`src/sv/pjd2e_pkg.sv`:
```
// ----------------------------------------------------------------------------
// pjd2e_pkg
// Types, constants and the packed-decimal digit step shared by the packed
// Julian date to epoch converter.
// ----------------------------------------------------------------------------
`default_nettype none

package pjd2e_pkg;

	localparam int unsigned DATE_W = 28;   // unpacked date, up to eight digits
	localparam int unsigned TIM_W  = 15;   // unpacked HHMM, up to four digits
	localparam int unsigned SEC_W  = 8;    // unpacked SS
	localparam int unsigned Q1_W   = 18;   // date / 1000
	localparam int unsigned CQ_W   = 11;   // date / 100000
	localparam int unsigned HR_W   = 8;
	localparam int unsigned MN_W   = 7;
	localparam int unsigned DAY_W  = 10;
	localparam int unsigned YEAR_W = 12;   // years up to 2099
	localparam int unsigned TSEC_W = 20;   // seconds within the day, rolled over
	localparam int unsigned DAYS_W = 18;   // signed day count from the epoch
	localparam int unsigned DSEC_W = 34;   // signed seconds of whole days
	localparam int unsigned OUT_W  = 33;

	localparam logic [3:0] NIBBLE_STOP = 4'hA;

	// reciprocals for exact constant division over the value ranges in use
	localparam logic [28:0] RECIP_1000_D = 29'd274877907;   // 2^38 / 1000, rounded up
	localparam int unsigned SHIFT_1000_D = 38;
	localparam logic [18:0] RECIP_100_D  = 19'd335545;      // 2^25 / 100, rounded up
	localparam int unsigned SHIFT_100_D  = 25;
	localparam logic [14:0] RECIP_100_T  = 15'd20972;       // 2^21 / 100, rounded up
	localparam int unsigned SHIFT_100_T  = 21;

	localparam logic [YEAR_W-1:0] YEAR_1900 = 12'd1900;
	localparam logic [YEAR_W-1:0] YEAR_2000 = 12'd2000;
	localparam logic [YEAR_W-1:0] YEAR_1970 = 12'd1970;
	localparam int unsigned LEAPS_1970 = 477;

	typedef struct packed {
		logic [DATE_W-1:0] acc;
		logic              stop;
	} unp_t;

	// one packed byte: high nibble taken unless an earlier sign stopped the number, low nibble unless it is a sign
	function automatic unp_t unpack_byte(unp_t prev, logic [7:0] byte_in);
		unp_t       r;
		logic [3:0] hi;
		logic [3:0] lo;
		r  = prev;
		hi = byte_in[7:4];
		lo = byte_in[3:0];
		if (!prev.stop) begin
			r.acc = (r.acc << 3) + (r.acc << 1) + DATE_W'(hi);
			if (lo >= NIBBLE_STOP) begin
				r.stop = 1'b1;
			end else begin
				r.acc = (r.acc << 3) + (r.acc << 1) + DATE_W'(lo);
			end
		end
		return r;
	endfunction

	function automatic unp_t unpack_two(unp_t prev, logic [15:0] bytes_in);
		unp_t r;
		r = unpack_byte(prev, bytes_in[15:8]);
		r = unpack_byte(r, bytes_in[7:0]);
		return r;
	endfunction

endpackage

`default_nettype wire

```
`src/sv/packed_julian_date_to_epoch_unit.sv`:
```
// ----------------------------------------------------------------------------
// packed_julian_date_to_epoch_unit
// Converts a packed-decimal 0CYYDDDF date, HHMM time and SS seconds request
// into signed seconds since 1970-01-01 00:00:00 UTC.
// ----------------------------------------------------------------------------
//  channel  | handshake               | payload
//  ---------+-------------------------+-------------------------------------
//  input    | in_valid / in_stall     | date_bytes, time_bytes, seconds_byte
//  output   | out_valid / out_stall   | epoch_seconds (33 bit signed)
//
//  eight register stages; a request enters every cycle while in_stall is low
//  the stages carry the digit unpacking, the three reciprocal divisions and
//  the day count
//  arst_n clears the stage valid bits only; data registers are not reset
//  a stall on the output holds the full stages; bubbles still close up, so
//  in_stall rises only when every stage holds a request
// ----------------------------------------------------------------------------
`default_nettype none

module packed_julian_date_to_epoch_unit
	import pjd2e_pkg::*;
(
	input  wire logic                   clk,
	input  wire logic                   arst_n,
	input  wire logic                   in_valid,
	output logic                        in_stall,
	input  wire logic [31:0]            date_bytes,
	input  wire logic [15:0]            time_bytes,
	input  wire logic [7:0]             seconds_byte,
	output logic                        out_valid,
	input  wire logic                   out_stall,
	output logic signed [OUT_W-1:0]     epoch_seconds
);

	logic v_s1, v_s2, v_s3, v_s4, v_s5, v_s6, v_s7, v_s8;
	logic en1, en2, en3, en4, en5, en6, en7, en8;

	assign en8 = !v_s8 || !out_stall;
	assign en7 = !v_s7 || en8;
	assign en6 = !v_s6 || en7;
	assign en5 = !v_s5 || en6;
	assign en4 = !v_s4 || en5;
	assign en3 = !v_s3 || en4;
	assign en2 = !v_s2 || en3;
	assign en1 = !v_s1 || en2;

	assign in_stall  = !en1;
	assign out_valid = v_s8;

	always_ff @(posedge clk or negedge arst_n) begin
		if (!arst_n) begin
			v_s1 <= 1'b0;
			v_s2 <= 1'b0;
			v_s3 <= 1'b0;
			v_s4 <= 1'b0;
			v_s5 <= 1'b0;
			v_s6 <= 1'b0;
			v_s7 <= 1'b0;
			v_s8 <= 1'b0;
		end else begin
			if (en1) v_s1 <= in_valid;
			if (en2) v_s2 <= v_s1;
			if (en3) v_s3 <= v_s2;
			if (en4) v_s4 <= v_s3;
			if (en5) v_s5 <= v_s4;
			if (en6) v_s6 <= v_s5;
			if (en7) v_s7 <= v_s6;
			if (en8) v_s8 <= v_s7;
		end
	end

	// stage 1: upper date bytes, whole time and seconds
	unp_t              dhi_c;
	unp_t              tim_c;
	logic [SEC_W-1:0]  sec_c;
	unp_t              dhi_s1;
	logic [15:0]       dlo_s1;
	logic [TIM_W-1:0]  tim_s1;
	logic [SEC_W-1:0]  sec_s1;

	assign dhi_c = unpack_two('0, date_bytes[31:16]);
	assign tim_c = unpack_two('0, time_bytes);
	assign sec_c = (seconds_byte[3:0] >= NIBBLE_STOP)
		? SEC_W'(seconds_byte[7:4])
		: (SEC_W'(seconds_byte[7:4]) << 3) + (SEC_W'(seconds_byte[7:4]) << 1)
			+ SEC_W'(seconds_byte[3:0]);

	always_ff @(posedge clk) begin
		if (en1) begin
			dhi_s1 <= dhi_c;
			dlo_s1 <= date_bytes[15:0];
			tim_s1 <= tim_c.acc[TIM_W-1:0];
			sec_s1 <= sec_c;
		end
	end

	// stage 2: lower date bytes, hour reciprocal product
	unp_t               date_c;
	logic [DATE_W-1:0]  date_s2;
	logic [29:0]        tprod_s2;
	logic [TIM_W-1:0]   tim_s2;
	logic [SEC_W-1:0]   sec_s2;

	assign date_c = unpack_two(dhi_s1, dlo_s1);

	always_ff @(posedge clk) begin
		if (en2) begin
			date_s2  <= date_c.acc;
			tprod_s2 <= 30'(tim_s1) * 30'(RECIP_100_T);
			tim_s2   <= tim_s1;
			sec_s2   <= sec_s1;
		end
	end

	// stage 3: date / 1000 product, hours and minutes
	logic [HR_W-1:0]    hr_c;
	logic [56:0]        dprod_s3;
	logic [DATE_W-1:0]  date_s3;
	logic [HR_W-1:0]    hr_s3;
	logic [MN_W-1:0]    mn_s3;
	logic [SEC_W-1:0]   sec_s3;

	assign hr_c = tprod_s2[SHIFT_100_T +: HR_W];

	always_ff @(posedge clk) begin
		if (en3) begin
			dprod_s3 <= 57'(date_s2) * 57'(RECIP_1000_D);
			date_s3  <= date_s2;
			hr_s3    <= hr_c;
			mn_s3    <= MN_W'(tim_s2 - TIM_W'(hr_c) * TIM_W'(100));
			sec_s3   <= sec_s2;
		end
	end

	// stage 4: day of year, /100 product, seconds within the day
	logic [Q1_W-1:0]    q1_c;
	logic [36:0]        cprod_s4;
	logic [Q1_W-1:0]    q1_s4;
	logic [DAY_W-1:0]   day_s4;
	logic [TSEC_W-1:0]  tsec_s4;

	assign q1_c = dprod_s3[SHIFT_1000_D +: Q1_W];

	always_ff @(posedge clk) begin
		if (en4) begin
			cprod_s4 <= 37'(q1_c) * 37'(RECIP_100_D);
			q1_s4    <= q1_c;
			day_s4   <= DAY_W'(date_s3 - DATE_W'(q1_c) * DATE_W'(1000));
			tsec_s4  <= TSEC_W'(hr_s3) * TSEC_W'(3600) + TSEC_W'(mn_s3) * TSEC_W'(60)
				+ TSEC_W'(sec_s3);
		end
	end

	// stage 5: century and year
	logic [CQ_W-1:0]    cq_c;
	logic [6:0]         yy_c;
	logic [YEAR_W-1:0]  year_s5;
	logic [DAY_W-1:0]   day_s5;
	logic [TSEC_W-1:0]  tsec_s5;

	assign cq_c = cprod_s4[SHIFT_100_D +: CQ_W];
	assign yy_c = 7'(q1_s4 - Q1_W'(cq_c) * Q1_W'(100));

	always_ff @(posedge clk) begin
		if (en5) begin
			year_s5 <= ((cq_c == CQ_W'(1)) ? YEAR_2000 : YEAR_1900) + YEAR_W'(yy_c);
			day_s5  <= day_s4;
			tsec_s5 <= tsec_s4;
		end
	end

	// stage 6: day count from the epoch
	logic [YEAR_W-1:0]         ym1_c;
	logic [DAYS_W-1:0]         cent_c;
	logic [DAYS_W-1:0]         quad_c;
	logic signed [DAYS_W-1:0]  leaps_c;
	logic signed [DAYS_W-1:0]  yoff_c;
	logic signed [DAYS_W-1:0]  days_s6;
	logic [TSEC_W-1:0]         tsec_s6;

	assign ym1_c = year_s5 - YEAR_W'(1);

	always_comb begin
		priority if (ym1_c >= YEAR_2000) begin
			cent_c = DAYS_W'(20);
			quad_c = DAYS_W'(5);
		end else if (ym1_c >= YEAR_1900) begin
			cent_c = DAYS_W'(19);
			quad_c = DAYS_W'(4);
		end else begin
			cent_c = DAYS_W'(18);
			quad_c = DAYS_W'(4);
		end
	end

	assign leaps_c = $signed(DAYS_W'(ym1_c >> 2) - cent_c + quad_c - DAYS_W'(LEAPS_1970));
	assign yoff_c  = $signed(DAYS_W'(year_s5) - DAYS_W'(YEAR_1970));

	always_ff @(posedge clk) begin
		if (en6) begin
			days_s6 <= yoff_c * $signed(DAYS_W'(365)) + leaps_c
				+ $signed(DAYS_W'(day_s5)) - $signed(DAYS_W'(1));
			tsec_s6 <= tsec_s5;
		end
	end

	// stage 7: whole days to seconds
	logic signed [DSEC_W-1:0]  dsec_s7;
	logic [TSEC_W-1:0]         tsec_s7;

	always_ff @(posedge clk) begin
		if (en7) begin
			dsec_s7 <= DSEC_W'(days_s6) * $signed(DSEC_W'(86400));
			tsec_s7 <= tsec_s6;
		end
	end

	// stage 8: output register
	logic signed [DSEC_W-1:0] sum_c;

	assign sum_c = dsec_s7 + $signed(DSEC_W'(tsec_s7));

	always_ff @(posedge clk) begin
		if (en8) begin
			epoch_seconds <= OUT_W'(sum_c);
		end
	end

	// ------------------------------------------------------------------
	a_stall_only_when_full: assert property (@(posedge clk) disable iff (!arst_n)
		in_stall |-> (out_valid && out_stall && v_s1 && v_s4 && v_s7))
		else $error("input stalled while the pipeline has a bubble");

	a_year_range: assert property (@(posedge clk) disable iff (!arst_n)
		v_s5 |-> (year_s5 >= YEAR_1900 && year_s5 <= YEAR_2000 + YEAR_W'(99)))
		else $error("year outside 1900 to 2099");

	a_split_range: assert property (@(posedge clk) disable iff (!arst_n)
		v_s4 |-> (day_s4 < DAY_W'(1000) && tsec_s4 < TSEC_W'(586100)))
		else $error("reciprocal division gave a remainder out of range");

	a_out_range: assert property (@(posedge clk) disable iff (!arst_n)
		out_valid |-> (epoch_seconds >= -33'sd2209075200))
		else $error("result below the earliest reachable date");

endmodule

`default_nettype wire

```
`config.mk`:
```
export PLATFORM = sky130hd
export DESIGN_NAME = packed_julian_date_to_epoch_unit
export DESIGN_NICKNAME = d
export VERILOG_FILES = /design/src/sv/pjd2e_pkg.sv /design/src/sv/packed_julian_date_to_epoch_unit.sv
export SDC_FILE = /design/constraint.sdc
export NUM_CORES = 2
export LEC_CHECK = 0
export ABC_CLOCK_PERIOD_IN_PS = 8160
export BUFFER_PORTS_ARGS = -buffer_cell sky130_fd_sc_hd__buf_4
export CAP_MARGIN = 20
export CELL_PAD_IN_SITES_DETAIL_PLACEMENT = 1
export CELL_PAD_IN_SITES_GLOBAL_PLACEMENT = 2
export CORE_MARGIN = 5
export CORE_UTILIZATION = 35
export DETAILED_ROUTE_END_ITERATION = 12
export GPL_TIMING_DRIVEN = 0
export PLACE_DENSITY = 0.71
export SLEW_MARGIN = 20
export SYNTH_ARGS = -nofsm -noshare
export SYNTH_HDL_FRONTEND = slang
export SYNTH_SLANG_ARGS = --single-unit
```
`constraint.sdc`:
```
create_clock -name clk -period 8.16 [get_ports clk]
set_clock_uncertainty 0.2 [all_clocks]
set_input_delay 0.408 -clock clk [delete_from_list [all_inputs] [get_ports clk]]
set_output_delay 0.408 -clock clk [all_outputs]
set_load 0.005 [all_outputs]
```
==> key figures <==
Outcome
  • Status: complete, but fails checks
  • Violated checks: negative setup slack

Yosys
  • Synthesized flop and latch total: approximately 370
  • Commonest cells post-synth: inv_1, ha_1, fa_1
  • Synth Net Count: around 6.6k
  • Post-synth cell types: 97
  • FFs w/ async S/R, synth: under 10%
  • Post-Synthesis Cells: slightly below 5k
  • Top cells by area, synth: ha_1, fa_1, edfxtp_1
  • Number of synthesis warnings: 0
  • Mapped cell area: ~52,000 sq um
  • Sequential share of the synthesized area: a little over a fifth
  • Mean Syn Cell Area: roughly 11 sq um
  • Count leader, synth: inv_1
  • Top_reg_cell synth: edfxtp_1
  • Post-synth top area share: between 20% and 30%
  • Post-synth EDFFs: roughly 370
  • Dominant cell type by area after synthesis: ha_1

Detailed routing
  • Drt pass-1 iters: 6
  • Routed WL: roughly 130,000 um
  • Avg WL per Cell: between 15 and 20 um
  • Via-per-instance ratio: between 4 and 5
  • Initial DRC count: 1,020
  • Via count: roughly 34k
  • Post-route ant nets: 0
  • DR DRC count: 0

Floorplanning
  • Initial Utilization: a little over a third
  • CORE AREA: between 100,000 and 150,000 sq um
  • Die Area: roughly 160,000 sq um
  • Num ports: 95
  • Rows: roughly 140
  • Die Wd: approximately 390 um
  • Die Y: 394 um

Worst setup path
  • Reg2Reg Depth: 39
  • Crit path launch type: register
  • Critical Path RT: between 8 and 9 ns
  • Critical Path End Type: register
  • Setup Crit Path Kind: reg -> reg
  • Critical path peak fanout: 4
  • Delay of the slowest critical-path stage: around 0.6 ns
  • WP data arrival: ~8.4 ns
  • Critical path's slowest cell: fa_2
  • Critical Path Most Common Cell: ha_4

Timing
  • Hold Vio Cnt, Final: 0
  • Pins Over Slew Limit: 0
  • Actual slew at the worst max-slew pin: approximately 1.0 ns
  • Final min period: approximately 8.2 ns
  • Final Cycle Share: 101%
  • Final worst slack: -0.0727 ns
  • Rel. slew slack: a little under a third
  • Max Freq: ~120 MHz
  • Setup violations, final: 1
  • RSZ-0062 raised after global routing: true
  • Setup TNS Final: -0.0727 ns

Cells and area
  • Post-Layout Cell Count: around 7.1k
  • # diodes: 0
  • Final core occ: between 40% and 50%
  • Multi-input logic area: roughly 37,000 sq um
  • Area growth from synthesis to layout: 14.2%
  • Storage element area: between 10,000 and 15,000 sq um
  • Fin nets: approximately 6.9k
  • Layout cell share with drive strength beyond 1: 9.51%
  • Fill count: ~16k

Placed design
  • Post-DP HPWL: 107,000 um
  • RePlAce Congestion: roughly 0.82
  • Placed insts: between 6k and 7k
  • Post-place setup slack: -1.31 ns
  • PortBufs: 94

GRT
  • Gr usage total: between 10% and 20%
  • Overflow after GRT: 0
  • Vias in the first global route: 38.9k
  • Largest net degree at the start of global routing: 48
  • First-pass GRT wire length: between 200,000 and 250,000 um
  • Antenna violations before repair: 0

Clocking
  • Max Root-Sink Buffers: 3
  • H-Tree Level Count: 2
  • CTS clock-pin slew for the worst setup and hold paths: 0.06 ns
  • Clock Sinks: between 300 and 400
  • Clk_lat worst skew: roughly 0.66 ns
  • Cts bufs inserted: 48
  • Root Driver: clkbuf_16
  • CTS tree: done

Hold path
  • Worst Hold Depth: 3
  • Type of the tightest min-delay check: in -> reg

Flow run
  • MaxCap Viol Count: 0
-- per-layer routing --
| metal | routed length, um | global-route usage, % | vias to the layer above |
|---|---|---|---|
| li1 | - | - | 16800 |
| met1 | 59300 | 22.5 | 17100 |
| met2 | 62500 | 29.7 | 305 |
| met3 | 3180 | 1.73 | 99 |
| met4 | 1740 | 2.47 | 0 |
| met5 | 0 | 0 | - |
-- critical path, delay by kind of cell, from the launching register on --
kind / cells / cell delay, ns
xor gates and xnor gates: 5 / 0.88
DFF: 1 / 0.36
AOI/OAI and AO/OA: 19 / 3.32
buffers and inverters: 4 / 0.44
adders and majority gates: 8 / 2.51
and+or+nand+nor: 3 / 0.31
-- final timing paths --
kind	startpoint	end	slack [ns]
setup reg to reg	dhi_s1[1]	date_s2[27]	-0.07
setup / recovery	dhi_s1[1]	date_s2[27]	-0.07
max in group asynchronous	arst_n	v_s5	6.92
min in group asynchronous	arst_n	v_s1	0.57
hold / removal	time_bytes[14]	tim_s1[2]	0.02
hold reg to reg	dprod_s3[0]	day_s4[0]	0.18
-- through the flow --
step                hold slack, ns  cell area [sq um]
CTS                        0.00235              58200
detailed placement          0.0387              55100
global route                0.0286              59000
floorplan                  -0.0876              51800
global placement            0.0341              54900
finish                      0.0161              59000
-- cells in the final DEF, fill, tap and decap left out, types with 11 or more instances in the layout --
cell type         n
o21ai_1          17
xnor2_1         187
fa_1            600
clkinv_1         11
a21o_1           82
a211oi_1         24
o21a_1           25
edfxtp_1        365
o21ai_0         104
nand2_1         177
xor2_1           78
clkbuf_1         32
or2_2            14
dlygate4sd3_1    32
nand4_1          16
nor4_1           11
nor3_1           40
nor2_1          153
clkbuf_16        48
o21bai_1         47
nor2b_1          30
nand3_1          45
and3_1           24
o21ai_2          11
ha_4             40
nand2b_1         29
a21oi_1         201
o211ai_1         22
ha_1           1038
inv_1          1176
buf_4           188
a21oi_2          27
-- repair_timing --
action	in CTS	in global routing
resized for setup	105	89
endpoints found under the hold margin	35	0
setup endpoints to repair	14	17
hold buffers	32	0
pin swaps	72	82
gates cloned	0	0
buffers inserted	56	41
-- registers in the layout, summed over array words and instances (netlist names), 19 cells and up --
| name | cells |
|---|---|
| tsec_s4 | 20 |
| dsec_s7 | 26 |
| epoch_seconds | 33 |
| date_s2 | 28 |
| dprod_s3 | 19 |
| tsec_s6 | 20 |
| tsec_s7 | 20 |
| tsec_s5 | 20 |
-- layout make-up --
type / instances / area share [%]
multi-input cells: 3311 / 63.1
flip-flops and latches: 373 / 18.9
inverters: 1183 / 7.53
well taps: 1930 / 4.09
repair buffers: 229 / 3.25
clock buffers: 56 / 2.14
clock inverters: 33 / 0.769
plain buffers: 28 / 0.180
-- kinds of logic (layout without fill, tap and decap cells) --
family                     count (synthesis)  count (layout)  synth area share, %
and+or+nand+nor                          613             613                 5.68
buffers and inverters                   1213            1529                 8.81
muxes                                     14              14                0.276
xor gates and xnor gates                 282             282                 4.82
adders and majority gates               1688            1688                 49.6
AOI/OAI and AO/OA                        714             714                 9.20
DFF                                      373             373                 21.6
Power is left out: the tool's default activity adds up to more than one toggle a clock period on the data nets, which glitch-free logic cannot reach.
